## config.mk

```make
export PLATFORM = sky130hd
export DESIGN_NAME = graded_vent_aperture_positioner
export DESIGN_NICKNAME = d
export VERILOG_FILES = /design/src/rtl/gvap_pkg.sv /design/src/rtl/graded_vent_aperture_positioner.sv /design/src/rtl/gvap_demand.sv /design/src/rtl/gvap_track.sv
export SDC_FILE = /design/constraint.sdc
export NUM_CORES = 1
export LEC_CHECK = 0
export ABC_AREA = 1
export BUFFER_PORTS_ARGS = -buffer_cell sky130_fd_sc_hd__buf_2
export CAP_MARGIN = 10
export CORE_MARGIN = 3
export CORE_UTILIZATION = 53
export CTS_CLUSTER_DIAMETER = 40
export CTS_CLUSTER_SIZE = 14
export DETAILED_ROUTE_END_ITERATION = 7
export PLACE_DENSITY = 0.89
export RECOVER_POWER = 100
export SLEW_MARGIN = 20
export SYNTH_ARGS = -nofsm -noshare
export SYNTH_HDL_FRONTEND = slang
export SYNTH_HIERARCHICAL = 1
export SYNTH_SLANG_ARGS = --single-unit
```

## constraint.sdc

```tcl
create_clock -name clk -period 10.9 [get_ports clk]
set_clock_uncertainty 0.15 [all_clocks]
set_input_delay 2.725 -clock clk [delete_from_list [all_inputs] [get_ports clk]]
set_output_delay 2.725 -clock clk [all_outputs]
set_load 0.05 [all_outputs]
```

## src/rtl/gvap_pkg.sv

```systemverilog
package gvap_pkg;

    // Aperture law constants (0.1 degree and 0.1 percent units)
    localparam int START_C10 = 15;
    localparam int FULL_C10  = 35;
    localparam int APER_SPAN = FULL_C10 - START_C10;
    localparam int APER_GAIN = 1000 / APER_SPAN;

    localparam logic [9:0]         APER_FULL  = 10'd1000;
    localparam logic signed [11:0] POS_MAX    = 12'sd1000;
    localparam logic signed [10:0] MOVE_MIN   = 11'sd100;
    localparam logic signed [10:0] STEP_MAX   = 11'sd250;
    localparam logic [23:0]        HOLD_MS    = 24'd600000;
    localparam logic [23:0]        STALE_MS   = 24'd90000;
    localparam logic [10:0]        TARGET_NONE = 11'h7FF;

    // Vent action codes
    localparam logic [1:0] ACT_STEPPED = 2'd0;
    localparam logic [1:0] ACT_HOLD    = 2'd1;
    localparam logic [1:0] ACT_DRIVE   = 2'd2;

    // Humidity demand codes
    localparam logic [1:0] HUM_NONE    = 2'd0;
    localparam logic [1:0] HUM_PARTIAL = 2'd1;

    // Window state codes
    localparam logic [1:0] WIN_UNKNOWN = 2'd0;
    localparam logic [1:0] WIN_REST    = 2'd1;

    // Last drive result codes
    localparam logic [1:0] RES_TIMEOUT = 2'd1;
    localparam logic [1:0] RES_ABORTED = 2'd2;

    // Law step from which the demand applies
    localparam logic [2:0] STEP_ACTIVE = 3'd2;

    // Reason flag bit positions
    localparam int FL_DIGITAL = 0;
    localparam int FL_NO_POS  = 1;
    localparam int FL_HELD    = 2;
    localparam int FL_REBASED = 3;

    // Configuration register indexes
    localparam logic [1:0] CFG_TEMP_MAX = 2'd0;
    localparam logic [1:0] CFG_DEADZONE = 2'd1;

    localparam logic signed [11:0] TEMP_MAX_RESET = 12'sd250;

    typedef struct packed {
        logic               temp_valid;
        logic signed [11:0] temp_avg_c10;
        logic [2:0]         law_step;
        logic [1:0]         humid_demand;
        logic               vent_linear;
        logic signed [11:0] pos_x10;
        logic [23:0]        report_age_ms;
        logic [1:0]         window_state;
        logic [1:0]         drive_outcome;
        logic [23:0]        since_drive_ms;
    } item_t;

    typedef struct packed {
        logic [9:0]         demand_temp;
        logic signed [10:0] demand_humid;
        logic [9:0]         want;
    } demand_t;

    typedef struct packed {
        logic [1:0]         vent_action;
        logic signed [10:0] vent_target;
        logic [3:0]         reason_flags;
    } decision_t;

endpackage

```

## src/rtl/graded_vent_aperture_positioner.sv

```systemverilog
// Graded vent aperture positioner.
// Input items arrive on s_tvalid/s_tready/s_tdata with the temperature valid
// flag on s_tuser; each item gives exactly one result on m_tvalid/m_tready,
// with the decision and demands on m_tdata and demands_valid on m_tuser.
// The configuration channel (cfg_valid/cfg_ready, cfg_index, cfg_data) writes
// the temperature limit (index 0) and the arrival dead zone (index 1); it is
// always ready and is meant to be used while no item is in flight.
// An accepted item is captured in an input register, evaluated by compare,
// clamp and constant-multiply logic and stored in the result register when it
// is free or being emptied, raising m_tvalid. One item per cycle is sustained
// while m_tready is high; the single held-target register is read and updated
// in the same cycle, so consecutive items see each other's effect directly.
// When the receiver stalls, the result register holds its item and the input
// register takes one more; after that s_tready drops until m_tready returns.
// Reset (rst_n low, asynchronous) empties both registers, sets the limit to
// 25.0 degrees, the dead zone to zero and clears the held target.
module graded_vent_aperture_positioner
    import gvap_pkg::*;
(
    input  logic        clk,
    input  logic        rst_n,
    input  logic        s_tvalid,
    output logic        s_tready,
    // [11:0] temp_avg_c10, [14:12] law_step, [16:15] humid_demand, [17] vent_linear,
    // [29:18] pos_x10, [53:30] report_age_ms, [55:54] window_state,
    // [57:56] drive_outcome, [81:58] since_drive_ms, [87:82] zero
    input  logic [87:0] s_tdata,
    // [0] temp_valid
    input  logic        s_tuser,
    output logic        m_tvalid,
    input  logic        m_tready,
    // [1:0] vent_action, [12:2] vent_target, [16:13] reason_flags,
    // [26:17] demand_temp, [37:27] demand_humid, [39:38] zero
    output logic [39:0] m_tdata,
    // [0] demands_valid
    output logic        m_tuser,
    input  logic        cfg_valid,
    output logic        cfg_ready,
    input  logic [1:0]  cfg_index,
    input  logic [11:0] cfg_data
);

    logic               in_valid_reg;
    item_t              in_item_reg;
    item_t              in_item;
    logic               advance;

    logic signed [11:0] temp_max_reg;
    logic [9:0]         deadzone_reg;

    demand_t            demand;
    decision_t          decision;

    logic               out_valid_reg;
    decision_t          out_dec_reg;
    logic               out_dvalid_reg;
    logic [9:0]         out_temp_reg;
    logic signed [10:0] out_humid_reg;

    // Unpack the incoming item
    always_comb
    begin
        in_item.temp_valid     = s_tuser;
        in_item.temp_avg_c10   = $signed(s_tdata[11:0]);
        in_item.law_step       = s_tdata[14:12];
        in_item.humid_demand   = s_tdata[16:15];
        in_item.vent_linear    = s_tdata[17];
        in_item.pos_x10        = $signed(s_tdata[29:18]);
        in_item.report_age_ms  = s_tdata[53:30];
        in_item.window_state   = s_tdata[55:54];
        in_item.drive_outcome  = s_tdata[57:56];
        in_item.since_drive_ms = s_tdata[81:58];
    end

    // Move an item on when the result register is free or being emptied
    assign advance   = in_valid_reg && (!out_valid_reg || m_tready);
    assign s_tready  = !in_valid_reg || advance;
    assign cfg_ready = 1'b1;

    always_ff @(posedge clk or negedge rst_n)
    begin
        if (!rst_n)
        begin
            in_valid_reg <= 1'b0;
        end
        else if (s_tready)
        begin
            in_valid_reg <= s_tvalid;
        end
    end

    always_ff @(posedge clk)
    begin
        if (s_tvalid && s_tready)
        begin
            in_item_reg <= in_item;
        end
    end

    // Configuration registers
    always_ff @(posedge clk or negedge rst_n)
    begin
        if (!rst_n)
        begin
            temp_max_reg <= TEMP_MAX_RESET;
            deadzone_reg <= '0;
        end
        else if (cfg_valid)
        begin
            if (cfg_index == CFG_TEMP_MAX)
            begin
                temp_max_reg <= $signed(cfg_data);
            end
            else if (cfg_index == CFG_DEADZONE)
            begin
                deadzone_reg <= cfg_data[9:0];
            end
        end
    end

    gvap_demand u_demand (
        .item         (in_item_reg),
        .temp_max_c10 (temp_max_reg),
        .demand       (demand)
    );

    gvap_track u_track (
        .clk          (clk),
        .rst_n        (rst_n),
        .en           (advance),
        .item         (in_item_reg),
        .want         (demand.want),
        .deadzone_x10 (deadzone_reg),
        .decision     (decision)
    );

    // Result register
    always_ff @(posedge clk or negedge rst_n)
    begin
        if (!rst_n)
        begin
            out_valid_reg <= 1'b0;
        end
        else if (advance)
        begin
            out_valid_reg <= 1'b1;
        end
        else if (m_tready)
        begin
            out_valid_reg <= 1'b0;
        end
    end

    always_ff @(posedge clk)
    begin
        if (advance)
        begin
            out_dec_reg    <= decision;
            out_dvalid_reg <= in_item_reg.temp_valid;
            out_temp_reg   <= demand.demand_temp;
            out_humid_reg  <= demand.demand_humid;
        end
    end

    assign m_tvalid = out_valid_reg;
    assign m_tuser  = out_dvalid_reg;
    assign m_tdata  = {2'b00, out_humid_reg, out_temp_reg, out_dec_reg.reason_flags,
                       out_dec_reg.vent_target, out_dec_reg.vent_action};

    // An item moved on always shows up as a result
    a_advance_out: assert property (@(posedge clk) disable iff (!rst_n)
        advance |=> out_valid_reg)
        else $error("advanced item not presented");

    // A waiting input item stays put
    a_in_hold: assert property (@(posedge clk) disable iff (!rst_n)
        (in_valid_reg && !advance) |=> (in_valid_reg && $stable(in_item_reg)))
        else $error("waiting item lost");

    // Only a drive carries a target
    a_target_drive: assert property (@(posedge clk) disable iff (!rst_n)
        (out_valid_reg && (out_dec_reg.vent_action != ACT_DRIVE))
        |-> (out_dec_reg.vent_target == $signed(TARGET_NONE)))
        else $error("target without drive");

    // Results without valid demands carry no reason
    a_no_demand: assert property (@(posedge clk) disable iff (!rst_n)
        (out_valid_reg && !out_dvalid_reg)
        |-> (out_dec_reg.reason_flags == '0 && out_dec_reg.vent_action == ACT_STEPPED))
        else $error("decision without valid temperature");

endmodule

```

## src/rtl/gvap_demand.sv

```systemverilog
module gvap_demand
    import gvap_pkg::*;
(
    input  item_t          item,
    input  logic signed [11:0] temp_max_c10,
    output demand_t        demand
);

    logic signed [13:0] excess;
    logic [10:0]        prod;
    logic [9:0]         a_t;
    logic signed [10:0] a_rh;

    // Excess above the start of the aperture ramp
    assign excess = 14'(item.temp_avg_c10) - 14'(temp_max_c10) - 14'(START_C10);
    assign prod   = 11'(excess[4:0]) * 11'(APER_GAIN);

    // Clamp the ramp to closed and fully open
    always_comb
    begin
        if (excess <= 14'sd0)
        begin
            a_t = '0;
        end
        else if (excess >= 14'(APER_SPAN))
        begin
            a_t = APER_FULL;
        end
        else
        begin
            a_t = prod[9:0];
        end
    end

    // Humidity aperture; code three counts as the full step
    always_comb
    begin
        if (item.humid_demand == HUM_NONE)
        begin
            a_rh = $signed(TARGET_NONE);
        end
        else if (item.humid_demand == HUM_PARTIAL)
        begin
            a_rh = '0;
        end
        else
        begin
            a_rh = $signed({1'b0, APER_FULL});
        end
    end

    // Report zero demands when the temperature is not valid
    always_comb
    begin
        demand.demand_temp  = '0;
        demand.demand_humid = '0;
        demand.want         = '0;
        if (item.temp_valid)
        begin
            demand.demand_temp  = a_t;
            demand.demand_humid = a_rh;
            if (item.law_step >= STEP_ACTIVE)
            begin
                demand.want = (a_rh > $signed({1'b0, a_t})) ? a_rh[9:0] : a_t;
            end
        end
    end

endmodule

```

## src/rtl/gvap_track.sv

```systemverilog
module gvap_track
    import gvap_pkg::*;
(
    input  logic       clk,
    input  logic       rst_n,
    input  logic       en,
    input  item_t      item,
    input  logic [9:0] want,
    input  logic [9:0] deadzone_x10,
    output decision_t  decision
);

    logic [9:0]         held_target_reg;
    logic [9:0]         held_target_next;
    logic               target_held_reg;
    logic               target_held_next;

    logic               untrusted;
    logic               rebase;
    logic [9:0]         pos_u;
    logic [9:0]         base;
    logic signed [10:0] gap;
    logic signed [10:0] gap_abs;
    logic               worth;
    logic signed [10:0] step;
    logic signed [11:0] moved;
    logic signed [10:0] off;
    logic signed [10:0] off_abs;

    assign pos_u     = item.pos_x10[9:0];
    assign untrusted = item.pos_x10[11] || (item.pos_x10 > POS_MAX)
                       || (item.report_age_ms > STALE_MS)
                       || (item.window_state == WIN_UNKNOWN);
    assign rebase    = (item.drive_outcome == RES_TIMEOUT)
                       || (item.drive_outcome == RES_ABORTED);

    // Rebase to the reported position when needed, then take the gap
    assign base    = (rebase || !target_held_reg) ? pos_u : held_target_reg;
    assign gap     = $signed({1'b0, want}) - $signed({1'b0, base});
    assign gap_abs = gap[10] ? -gap : gap;
    assign worth   = (gap_abs >= MOVE_MIN)
                     || ((gap != 11'sd0) && ((want == '0) || (want == APER_FULL)));

    // Limit one move to the step size
    always_comb
    begin
        if (gap > STEP_MAX)
        begin
            step = STEP_MAX;
        end
        else if (gap < -STEP_MAX)
        begin
            step = -STEP_MAX;
        end
        else
        begin
            step = gap;
        end
    end

    always_comb
    begin
        moved = $signed({2'b00, base});
        if (worth && (item.since_drive_ms >= HOLD_MS))
        begin
            moved = $signed({2'b00, base}) + 12'(step);
        end
    end

    assign off     = $signed({1'b0, moved[9:0]}) - $signed({1'b0, pos_u});
    assign off_abs = off[10] ? -off : off;

    // Decide the action and the next held target
    always_comb
    begin
        decision.vent_action  = ACT_STEPPED;
        decision.vent_target  = $signed(TARGET_NONE);
        decision.reason_flags = '0;
        held_target_next      = held_target_reg;
        target_held_next      = target_held_reg;
        if (item.temp_valid)
        begin
            if (!item.vent_linear)
            begin
                decision.reason_flags[FL_DIGITAL] = 1'b1;
            end
            else
            begin
                decision.vent_action = ACT_HOLD;
                if (untrusted)
                begin
                    decision.reason_flags[FL_NO_POS] = 1'b1;
                end
                else if (item.window_state != WIN_REST)
                begin
                    if (target_held_reg)
                    begin
                        decision.vent_action = ACT_DRIVE;
                        decision.vent_target = $signed({1'b0, held_target_reg});
                    end
                end
                else
                begin
                    decision.reason_flags[FL_REBASED] = rebase;
                    decision.reason_flags[FL_HELD]    = worth
                                                        && (item.since_drive_ms < HOLD_MS);
                    held_target_next = moved[9:0];
                    target_held_next = 1'b1;
                    if (off_abs > $signed({1'b0, deadzone_x10}))
                    begin
                        decision.vent_action = ACT_DRIVE;
                        decision.vent_target = $signed({1'b0, moved[9:0]});
                    end
                end
            end
        end
    end

    // Hold the target between items
    always_ff @(posedge clk or negedge rst_n)
    begin
        if (!rst_n)
        begin
            held_target_reg <= '0;
            target_held_reg <= 1'b0;
        end
        else if (en)
        begin
            held_target_reg <= held_target_next;
            target_held_reg <= target_held_next;
        end
    end

    // A held target never leaves the travel range
    a_held_range: assert property (@(posedge clk) disable iff (!rst_n)
        target_held_reg |-> (held_target_reg <= APER_FULL))
        else $error("held target out of range");

    // Once a target is held it stays held
    a_held_sticky: assert property (@(posedge clk) disable iff (!rst_n)
        target_held_reg |=> target_held_reg)
        else $error("held target lost");

endmodule
```

-- After elaboration in Yosys (flattened, before gate mapping)
Index checks and enable logic that the tools add are counted.
- bitwise gates (word level): 5
- $mul: 1
- div/mod/pow operators: 0
- magnitude comparators: 12
- shifts and indexed selects: 0
- mux-type cells: 22
- reduce and logical (&&, ||, !) cells: 29
- add/sub/neg operators: 7
- eq/ne operators: 6
- operators with widths (kind ; number):
    $mux 10 ; 10
    $mux 13 ; 3
    $mux 11 ; 3
    $ge 24x20->1 const B ; 1
    $gt 24x17->1 const B ; 1
    $lt 24x20->1 const B ; 1
    $gt 11x11->1 ; 2
    $neg 11->11 ; 2
    $sub 10x10->11 ; 2
    $ge 14x6->1 const B ; 1
    $le 14x1->1 const B ; 1
    $mux 14 ; 1
    $sub 14x5->14 const B ; 1
    $sub 12x12->13 ; 1
    $gt 12x11->1 const B ; 1
    $ge 11x8->1 const B ; 1
    $gt 11x9->1 const B ; 1
    $lt 11x9->1 const B ; 1
    $reduce_bool 11->1 ; 1
    $add 10x10->10 ; 1
    $eq 10x10->1 const B ; 1
    $logic_not 10->1 ; 1
    $logic_or 1x1->1 ; 9
    $mul 5x5->9 const B ; 1
    other kinds (16) ; 34
- logic and storage cells: 107
- bits in read-only memories: 0
- bits in writable memories: 0
- memories kept: 0
- bits in latches: 0
- input bits: 108
- register bits after elaboration: 157
- output and inout bits: 44

-- Logic depth before layout (Yosys ltp)
Gate-level depths: netlist (run 1).
- depth in word-level cells: 23
- mapped depth: 84
- mapped depth without buffers: 82

-- Cells and area by module
The synthesis (run 1) kept the hierarchy.
- modules (own cells, without submodules) (module ; area an instance (um2) ; cells an instance ; times used ; seq. area each (um2)):
    graded_vent_aperture_positioner ; 4705.8 ; 237 ; 1 ; 4271.6
    gvap_track ; 3574.7 ; 623 ; 1 ; 275.3
    gvap_demand ; 2108.3 ; 362 ; 1 ; 0.0

-- Worst setup path before layout (run 1)
OpenSTA, ideal clock, no wires.
- path kind: register to register
- start: register temp_max_reg[0]
- end: register out_dec_reg, in the netlist m_tdata[2] (data pin)
- arrival: 10.359 ns
- library setup time: 0.153 ns
- path slack: 0.238 ns
- period minus slack after synthesis: 10.662 ns
- cell stages (with the launch flop): 74
- cell sequence: dfrtp_1 -> ha_1 -> fa_1 -> inv_1 -> ha_1 -> inv_1 -> nor2_1 -> nand3_1 -> nand2_2 -> nand2_1 -> ha_1 -> inv_1 -> ha_1 -> ha_1 -> ha_1 -> inv_1 -> xor2_1 -> nand2_1 -> [... 38 more ...] -> nand2_1 -> nand2_1 -> a21oi_1 -> clkbuf_1 -> nand2_1 -> xor2_1 -> inv_1 -> ha_1 -> nand2_1 -> nor2_1 -> a211oi_1 -> o221a_2 -> o21ai_0 -> a21o_1 -> a31oi_1 -> clkbuf_1 -> a21oi_1 -> o21ai_0
- RTL lines (what ; line ; text):
    from (decl) ; graded_vent_aperture_positioner.sv:48 ; logic signed [11:0] temp_max_reg;
    from (signal assigned) ; graded_vent_aperture_positioner.sv:112 ; temp_max_reg <= $signed(cfg_data);
    to (signal assigned) ; graded_vent_aperture_positioner.sv:158 ; out_dec_reg <= decision;
    to (decl) ; graded_vent_aperture_positioner.sv:55 ; decision_t out_dec_reg;

==> results of run 1 <==
-- worst paths after layout --
| path | start | endpoint | slack, ns | cells after the start |
|---|---|---|---|---|
| max in group asynchronous | rst_n | temp_max_reg[10] | 6.74 | 1 |
| setup / recovery | temp_max_reg[1] | m_tdata[1] | 0.04 | 72 |
| hold reg to reg | temp_max_reg[3] | temp_max_reg[3] | 0.32 | 2 |
| hold / removal | temp_max_reg[3] | temp_max_reg[3] | 0.32 | 2 |
| min in group asynchronous | rst_n | deadzone_reg[8] | 2.70 | 1 |
| setup reg to reg | temp_max_reg[1] | m_tdata[1] | 0.04 | 72 |
-- routing by layer --
metal	vias up	track usage [%]	routed length (um)
li1	4394	-	-
met1	4386	28.72	10500
met2	528	42.01	13500
met3	124	5.622	2243
met4	0	10.31	1236
met5	-	0	0
-- metrics by stage --
stage / worst slack [ns] / instances / util [%] / TNS [ns] / power, W
after global routing: -0.4928 / 1658 / 67.82 / -5.443 / 0.004784
after floorplan: 0.2383 / 1217 / - / 0 / 0.002465
final: 0.04221 / 1658 / 67.82 / 0 / 0.004485
after CTS: 0.005494 / 1638 / 64.27 / 0 / 0.003954
after global placement: 0.09490 / 1593 / 59.89 / 0 / 0.002959
after detailed placement: -0.2353 / 1593 / 59.89 / -2.268 / 0.003091
-- power groups by stage --
stage / logic, W / registers, W / clock network (W)
floorplan: 0.00170 / 0.000760 / 0
global placement: 0.00225 / 0.000711 / 0
detailed placement: 0.00238 / 0.000714 / 0
CTS: 0.00263 / 0.000703 / 0.000622
global route: 0.00342 / 0.000708 / 0.000651
finish: 0.00316 / 0.000704 / 0.000616
-- placed cells by master (no fill, tap or decap), types with 17 or more instances in the layout --
master     instances
nand4_1           23
o21ai_0           22
edfxtp_1         115
nand2_1          276
nand3_1           94
nor2_1            79
inv_1            156
ha_1              50
clkbuf_16         17
ha_4              22
inv_2             21
xor2_1            26
buf_4             64
nand2_2           47
a21oi_1           39
dfrtp_1           29
buf_2            130
-- worst reg2reg max path: cells and delay by family, from the launching register on --
kind            cells  cell delay (ns)
compound gates     13             2.46
fa+ha+maj          10             2.60
xor+xnor            4             0.59
simple gates       31             2.98
flops               1             0.59
buf+inv            14             1.23
-- timing repair --
action,4_1_cts,5_1_grt
endpoints found under the setup margin,13,13
gates resized for setup,23,119
gates cloned,1,0
pin swaps,14,87
buffers inserted,12,22
hold endpoints to repair,0,0
-- final cells by class --
| class | instances | area [sq um] | share of cell area [%] |
|---|---|---|---|
| diodes | 1 | 2.502 | 0.01966 |
| clock buffers | 17 | 425.4 | 3.342 |
| clock inverters | 15 | 200.2 | 1.573 |
| inverters | 181 | 684.4 | 5.377 |
| multi-input cells | 858 | 5603 | 44.02 |
| flip-flops and latches | 150 | 4337 | 34.07 |
| well taps | 234 | 292.8 | 2.300 |
| repair buffers | 202 | 1184 | 9.299 |
==> impl_metrics.tcl, run 1 <==
set metrics [dict create \
    gp_congestion 0.9307 \
    fmax_ghz 0.09210 \
    synthCells 1215 \
    cts_inserted_buffers 17 \
    vias 9432 \
    clk_pin_slew_ns 0.07 \
    p_sw_w 0.002127 \
    cp_slowest_cell "dfstp_2" \
    dieArea_sq_um 20900 \
    vias_per_cell 5.689 \
    status "finished with violations" \
    chipWidth_um 144.6 \
    postSynthAreaPerCell_sq_um 8.377 \
    ant_nets 0 \
    cap_violations 1 \
    power_frac_seq_pct 15.7 \
    largest_register_ff_count 76 \
    dp_hpwl_um 17780 \
    area_delta_synth_final_pct 25.05 \
    rows 50 \
    dpl_cell_area_sq_um 11240 \
    finalHoldViolCount 0 \
    drv_slew 36 \
    cp_slowest_stage_delay_ns 0.59 \
    end_kind "register" \
    die_y_um 144.6 \
    cp-start-kind "register" \
    drive_gt1_share_pct 29.16 \
    cp.required_ns 10.90 \
    design_area_sq_um 12730 \
    criticalPathCategory "register to register" \
    antenna_found_initial 1 \
    setup_viol 0 \
    wl_per_cell_um 16.58 \
    p_comb_share_pct 70.6 \
    boundaryPins 152 \
    pwr-share-clk_pct 13.7 \
    clk_path_buf_depth 2 \
    violations "capacitance limit, slew limit" \
    nNetsFinal 1599 \
    cts_hold_buffers 0 \
    start_util_pct 54.23 \
    grt_pass1_vias 8824 \
    first_iter_violations 893 \
    clock_tree.root_cell "clkbuf_16" \
    clkLatencyLatePin_ns 0.44 \
    clock-sinks 150 \
    hold_class "register to register" \
    min_period_ns 10.86 \
    num-fill-cells 1294 \
    worstPathArrival_ns 10.86 \
    cellPowerDensity_nw_per_um2 352.3 \
    hold_ws_ns 0.3199 \
    grt_util_all_layers_pct 24.18 \
    grt_max_degree 56 \
    ir_drop_mv 0.2911 \
    critPathTopFamily "simple AND/OR/NAND/NOR gates" \
    dr.pass1.iters 7 \
    portBuffers 135 \
    relSlewSlack_pct -34.75 \
    cts_tree "built" \
    netSwitchingFraction_pct 47.43 \
    totalWireLength_um 27480 \
    leakagePower_nw 5.947 \
    grt_pass1_wl_um 40060 \
    worstMarginPinSlew_ns 2.021 \
    ctsHtreeMaxLevel 4 \
    core_sq_um 18770 \
    netlist_area_sq_um 10180 \
    yosysWarningCount 6 \
    rsz0062_at_grt "yes" \
    cpMostUsedCell "nand2_2" \
    period_share_pct 99.61 \
    path_buf_inv 14 \
    grt-ovfl-total 0 \
    p_int_w 0.002358 \
    drc_errors 0 \
    crit_path_max_fanout 8 \
]
(Power assumes the default switching activity.)
==> run 2: changes to the inputs <==
- clock period: 10.9 -> 9.3 ns (I/O delays scaled with it)
==> run 2 against run 1 <==
Against the previous run:
- the flow finishes with violations (capacitance limit, slew limit, setup timing)
- worst hold slack better by 0.014 ns
- register-to-register slack worse by 2.0 ns
- wire length is 30% higher
- via count rose by 16%
- clock power up 12%
- final area is 8.9% higher
- core utilization increased by 6.1 points
- final cell count up 8.8%
- first-iteration DRC count increased by 48%
- combinational power up 60%
- worst setup slack worse by 2.0 ns
- fmax decreased by 3.4%
- critical endpoint is now m_tdata[4]
- largest cell class unchanged
==> impl_metrics.tcl, run 2 (synthesized netlist as in run 1, its figures left out) <==
set metrics [dict create \
    dr.pass1.iters 6 \
    gp_congestion 0.9335 \
    worstPathArrival_ns 11.33 \
    clk_pin_slew_ns 0.07 \
    dp_cells 1737 \
    cts_tree "built" \
    totalWireLength_um 35820 \
    cap_violations 2 \
    clkLatencyLatePin_ns 0.46 \
    fin_util_pct 73.88 \
    worstMarginPinSlew_ns 2.517 \
    p_int_w 0.003455 \
    netSwitchingFraction_pct 47.43 \
    final_cell_mix "268 x nand2_1, 205 x buf_4, 156 x inv_1" \
    relSlewSlack_pct -67.77 \
    cpMostUsedCell "nand2_1" \
    nNetsFinal 1746 \
    largest_register_ff_count 76 \
    dp_hpwl_um 20450 \
    clock-sinks 150 \
    min_period_ns 11.24 \
    setup_viol 13 \
    wl_per_cell_um 19.86 \
    ant_nets 0 \
    violations "capacitance limit, slew limit, setup timing" \
    finalHoldViolCount 0 \
    r2r_slack_ns -1.94 \
    cellPowerDensity_nw_per_um2 474.0 \
    dieArea_sq_um 20900 \
    cp-start-kind "register" \
    drive_gt1_share_pct 35.16 \
    grt_pass1_wl_um 46770 \
    die_y_um 144.6 \
    chipWidth_um 144.6 \
    antenna_found_initial 1 \
    hold_ws_ns 0.3336 \
    fin_ws_ns -1.936 \
    num-fill-cells 1132 \
    leakagePower_nw 6.580 \
    period_share_pct 120.8 \
    clock_tree.root_cell "clkbuf_16" \
    p_sw_w 0.003118 \
    start_util_pct 54.23 \
    ir_drop_mv 0.4264 \
    area_delta_synth_final_pct 36.23 \
    criticalPathCategory "register to register" \
    ctsHtreeMaxLevel 4 \
    power_frac_seq_pct 12.6 \
    hold_class "register to register" \
    first_iter_violations 1322 \
    grt_max_degree 54 \
    finalNonFillerCells 1804 \
    power_w 0.006573 \
    end_kind "register" \
    grt-ovfl-total 0 \
    vias_per_cell 6.044 \
    cp.required_ns 9.39 \
    fmax_ghz 0.08900 \
    status "finished with violations" \
    rows 50 \
    core_sq_um 18770 \
    cts_inserted_buffers 17 \
    grt_pass1_vias 10180 \
    boundaryPins 152 \
    pwr-share-clk_pct 10.5 \
    drc_errors 0 \
    cp_slowest_cell "edfxtp_1" \
    p_comb_share_pct 76.9 \
    antenna_cells 0 \
    crit_path_max_fanout 5 \
    vias 10900 \
    rsz0062_at_grt "yes" \
    grt_util_all_layers_pct 28.62 \
    place_ws_ns -1.509 \
    clk_path_buf_depth 2 \
    cp_slowest_stage_delay_ns 0.49 \
    mostFrequentLayoutCell "nand2_1" \
    portBuffers 135 \
    drv_slew 77 \
]
[run 2: changes by cell type in the layout (fill, tap and decap cells not counted), moves of 7 or more]
cell	before	now
clkbuf_1	5	49
xor2_1	26	19
buf_4	64	205
buf_2	130	88
a21oi_2	7	18
nand2_2	47	55
a21oi_1	39	27
nand2_1	276	268
[run 2: routing by layer]
metal | vias to the layer above | GRT usage [%] | routed length [um]
met4 | 2 | 15.41 | 3073
met2 | 937 | 51.45 | 17120
li1 | 4678 | - | -
met5 | - | 0 | 20
met3 | 327 | 6.614 | 3868
met1 | 4959 | 31.12 | 11740
[run 2: through the flow]
step	TNS [ns]	cell area, sq um
floorplan	-7.622	10390
global placement	-13.59	12500
detailed placement	-19.24	12500
CTS	-11.73	13470
global route	-29.33	13870
finish	-24.04	13870
[run 2: worst paths after layout]
check | startpoint | end | depth (start not counted)
setup reg to reg | in_item_reg[71] | m_tdata[4] | 74
setup / recovery | in_item_reg[71] | m_tdata[4] | 74
max in group asynchronous | rst_n | u_track/held_target_reg[8] | 1
hold reg to reg | deadzone_reg[9] | deadzone_reg[9] | 2
min in group asynchronous | rst_n | deadzone_reg[9] | 1
hold / removal | deadzone_reg[9] | deadzone_reg[9] | 2
[run 2: cell type report]
type / instances / area (sq um) / area share (%)
Clock inverter: 14 / 135.1 / 0.9746
Multi-Input combinational cell: 858 / 5733 / 41.35
Clock buffer: 18 / 429.2 / 3.095
Tap cell: 234 / 292.8 / 2.112
Sequential cell: 150 / 4337 / 31.28
Inverter: 181 / 689.4 / 4.972
Timing Repair Buffer: 349 / 2250 / 16.22
[run 2: what timing repair did]
| action | in CTS | in global routing |
|---|---|---|
| resized for setup | 60 | 86 |
| cloned | 0 | 0 |
| pin swaps | 53 | 62 |
| buffers inserted | 24 | 15 |
| hold buffers | 0 | 0 |
| setup endpoints to repair | 13 | 13 |
[run 2: power groups by stage]
stage	sequential [W]	combinational [W]	clock [W]
2_1_floorplan	0.000891	0.00216	0
3_3_place_gp	0.000833	0.00331	0
3_5_place_dp	0.000837	0.00353	0
4_1_cts	0.000825	0.00406	0.000684
5_1_grt	0.000835	0.00529	0.000726
6_report	0.000829	0.00505	0.000692
[run 2: worst max-delay path, delay by kind of cell, from the launching register on]
kind / cells / cell delay, ns
AO/OA/AOI/OAI: 8 / 1.35
XOR/XNOR: 3 / 0.50
adder cells (fa/ha/maj): 5 / 1.60
buffers and inverters: 18 / 2.02
flip-flops: 1 / 0.49
AND/OR/NAND/NOR: 40 / 4.89
==> run 3: changes to the inputs <==
- CORE_UTILIZATION: 53 -> 43
- PLACE_DENSITY: 0.89 -> 0.76
==> run 3 against run 2 <==
Against the previous run:
- the flow still finishes with violations (capacitance limit, slew limit, setup timing)
- final cell count rose by 5.0%
- worst hold slack got worse by 0.019 ns
- largest cell class unchanged
- sequential share of layout area down 0.41 points
- sequential power fell by 0.5%
- core utilization down 13 points
- worst setup slack gained 0.45 ns
- sequential cell count unchanged
- first-iteration DRC count fell by 50%
- non-clock buffer count grew 12
- register-to-register slack improved by 0.45 ns
- count of clock-buffer cells in the layout shrank 1
- via count fell by 11%
==> impl_metrics.tcl, run 3 (synthesized netlist as in run 1, its figures left out) <==
set metrics [dict create \
    ctsHtreeMaxLevel 4 \
    drive_gt1_share_pct 35.15 \
    dr.pass1.iters 6 \
    final_cell_mix "275 x nand2_1, 216 x buf_4, 152 x inv_1" \
    hold_class "register to register" \
    grt-ovfl-total 0 \
    cts_inserted_buffers 17 \
    boundaryPins 152 \
    drv_slew 77 \
    cpMostUsedCell "buf_4" \
    grt_max_degree 59 \
    relSlewSlack_pct -60.21 \
    drc_errors 0 \
    dp_cells 1817 \
    place_ws_ns -1.429 \
    grt_util_all_layers_pct 20.83 \
    clkLatencyLatePin_ns 0.44 \
    status "finished with violations" \
    start_util_pct 44.42 \
    ant_nets 0 \
    clk_pin_slew_ns 0.07 \
    vias 9684 \
    area_delta_synth_final_pct 38.05 \
    portBuffers 135 \
    antenna_found_initial 0 \
    r2r_slack_ns -1.48 \
    min_period_ns 10.78 \
    cap_violations 2 \
    worstPathArrival_ns 10.82 \
    dp_hpwl_um 18870 \
    gp_congestion 0.8861 \
    vias_per_cell 5.110 \
    violations "capacitance limit, slew limit, setup timing" \
    setup_viol 13 \
    cp_slowest_stage_delay_ns 0.46 \
    clk_path_buf_depth 2 \
    first_iter_violations 660 \
    core_sq_um 22920 \
    cts_tree "built" \
    fin_ws_ns -1.483 \
    grt_pass1_vias 9418 \
    leakagePower_nw 6.629 \
    design_area_sq_um 14050 \
    dieArea_sq_um 25550 \
    totalWireLength_um 27680 \
    cp_slowest_cell "fa_2" \
    worstMarginPinSlew_ns 2.403 \
    clock-sinks 150 \
    nNetsFinal 1758 \
    largest_register_ff_count 76 \
    grt_pass1_wl_um 43610 \
    ir_drop_mv 0.2673 \
    fmax_ghz 0.09274 \
    finalNonFillerCells 1895 \
    cellPowerDensity_nw_per_um2 436.8 \
    criticalPathCategory "register to register" \
    die_y_um 159.9 \
    cts_hold_buffers 0 \
    rows 55 \
    setup_tns_ns -18.32 \
    dpl_cell_area_sq_um 12610 \
    period_share_pct 115.9 \
    chipWidth_um 159.9 \
    mostFrequentLayoutCell "nand2_1" \
    crit_path_max_fanout 5 \
    cp-start-kind "register" \
    finalHoldViolCount 0 \
    antenna_cells 0 \
    clock_tree.root_cell "clkbuf_16" \
    power_w 0.006137 \
    cp.required_ns 9.34 \
    wl_per_cell_um 14.60 \
    rsz0062_at_grt "yes" \
    end_kind "register" \
]
## run 3: cell types whose count changed in the layout (fill, tap and decap cells not counted), sizes merged
cell,before,now
inv,187,184
clkbuf,66,62
buf,301,316
clkinv,6,10
## run 3: worst max-delay path, delay by kind of cell (launching register included)
family	cells	cell delay, ns
XOR/XNOR	3	0.45
AO/OA/AOI/OAI	11	1.66
adder cells (fa/ha/maj)	11	2.78
flip-flops	1	0.35
buffers and inverters	23	2.25
AND/OR/NAND/NOR	25	2.88
## run 3: path summary, 6_finish.rpt
check,startpoint,end,cells after the start
max,in_item_reg[70],m_tdata[12],73
min,temp_max_reg[4],temp_max_reg[4],2
max reg2reg,in_item_reg[70],m_tdata[12],73
min reg2reg,temp_max_reg[4],temp_max_reg[4],2
max in group asynchronous,rst_n,u_track/held_target_reg[2],1
min in group asynchronous,rst_n,deadzone_reg[8],1
## run 3: stage by stage
stage / hold slack, ns / utilization (%)
final: 0.3149 / 61.32
after global routing: 0.3428 / 61.32
after CTS: 0.3152 / 60.35
after detailed placement: 0.3047 / 55.02
after global placement: 0.3032 / 55.02
after floorplan: 0.2919 / -
## run 3: what timing repair did
item                       4_1_cts  5_1_grt
setup buffers                   38        8
setup endpoints to repair       13       13
pin swaps                       96       42
gates resized for setup         78       48
## run 3: cell type report
cell class | instances | area, sq um
multi-input combinational | 858 | 5679
fill | 1820 | 8865
inverter | 181 | 685.7
clock buffer | 17 | 425.4
sequential | 150 | 4337
tap | 313 | 391.6
clock inverter | 15 | 185.2
timing repair buffer | 361 | 2347
## run 3: power breakdown
part / internal [W] / total [W] / switching [W]
combinational: 0.00226 / 0.00461 / 0.00235
clock: 0.000364 / 0.000704 / 0.000340
sequential: 0.000798 / 0.000825 / 0.0000265
## run 3: layer usage
| layer | vias up | routed length (um) | GRT usage [%] |
|---|---|---|---|
| met2 | 384 | 13650 | 36.63 |
| li1 | 4722 | - | - |
| met5 | - | 0 | 0 |
| met3 | 69 | 2003 | 4.877 |
| met4 | 0 | 827 | 7.258 |
| met1 | 4509 | 11190 | 25.09 |
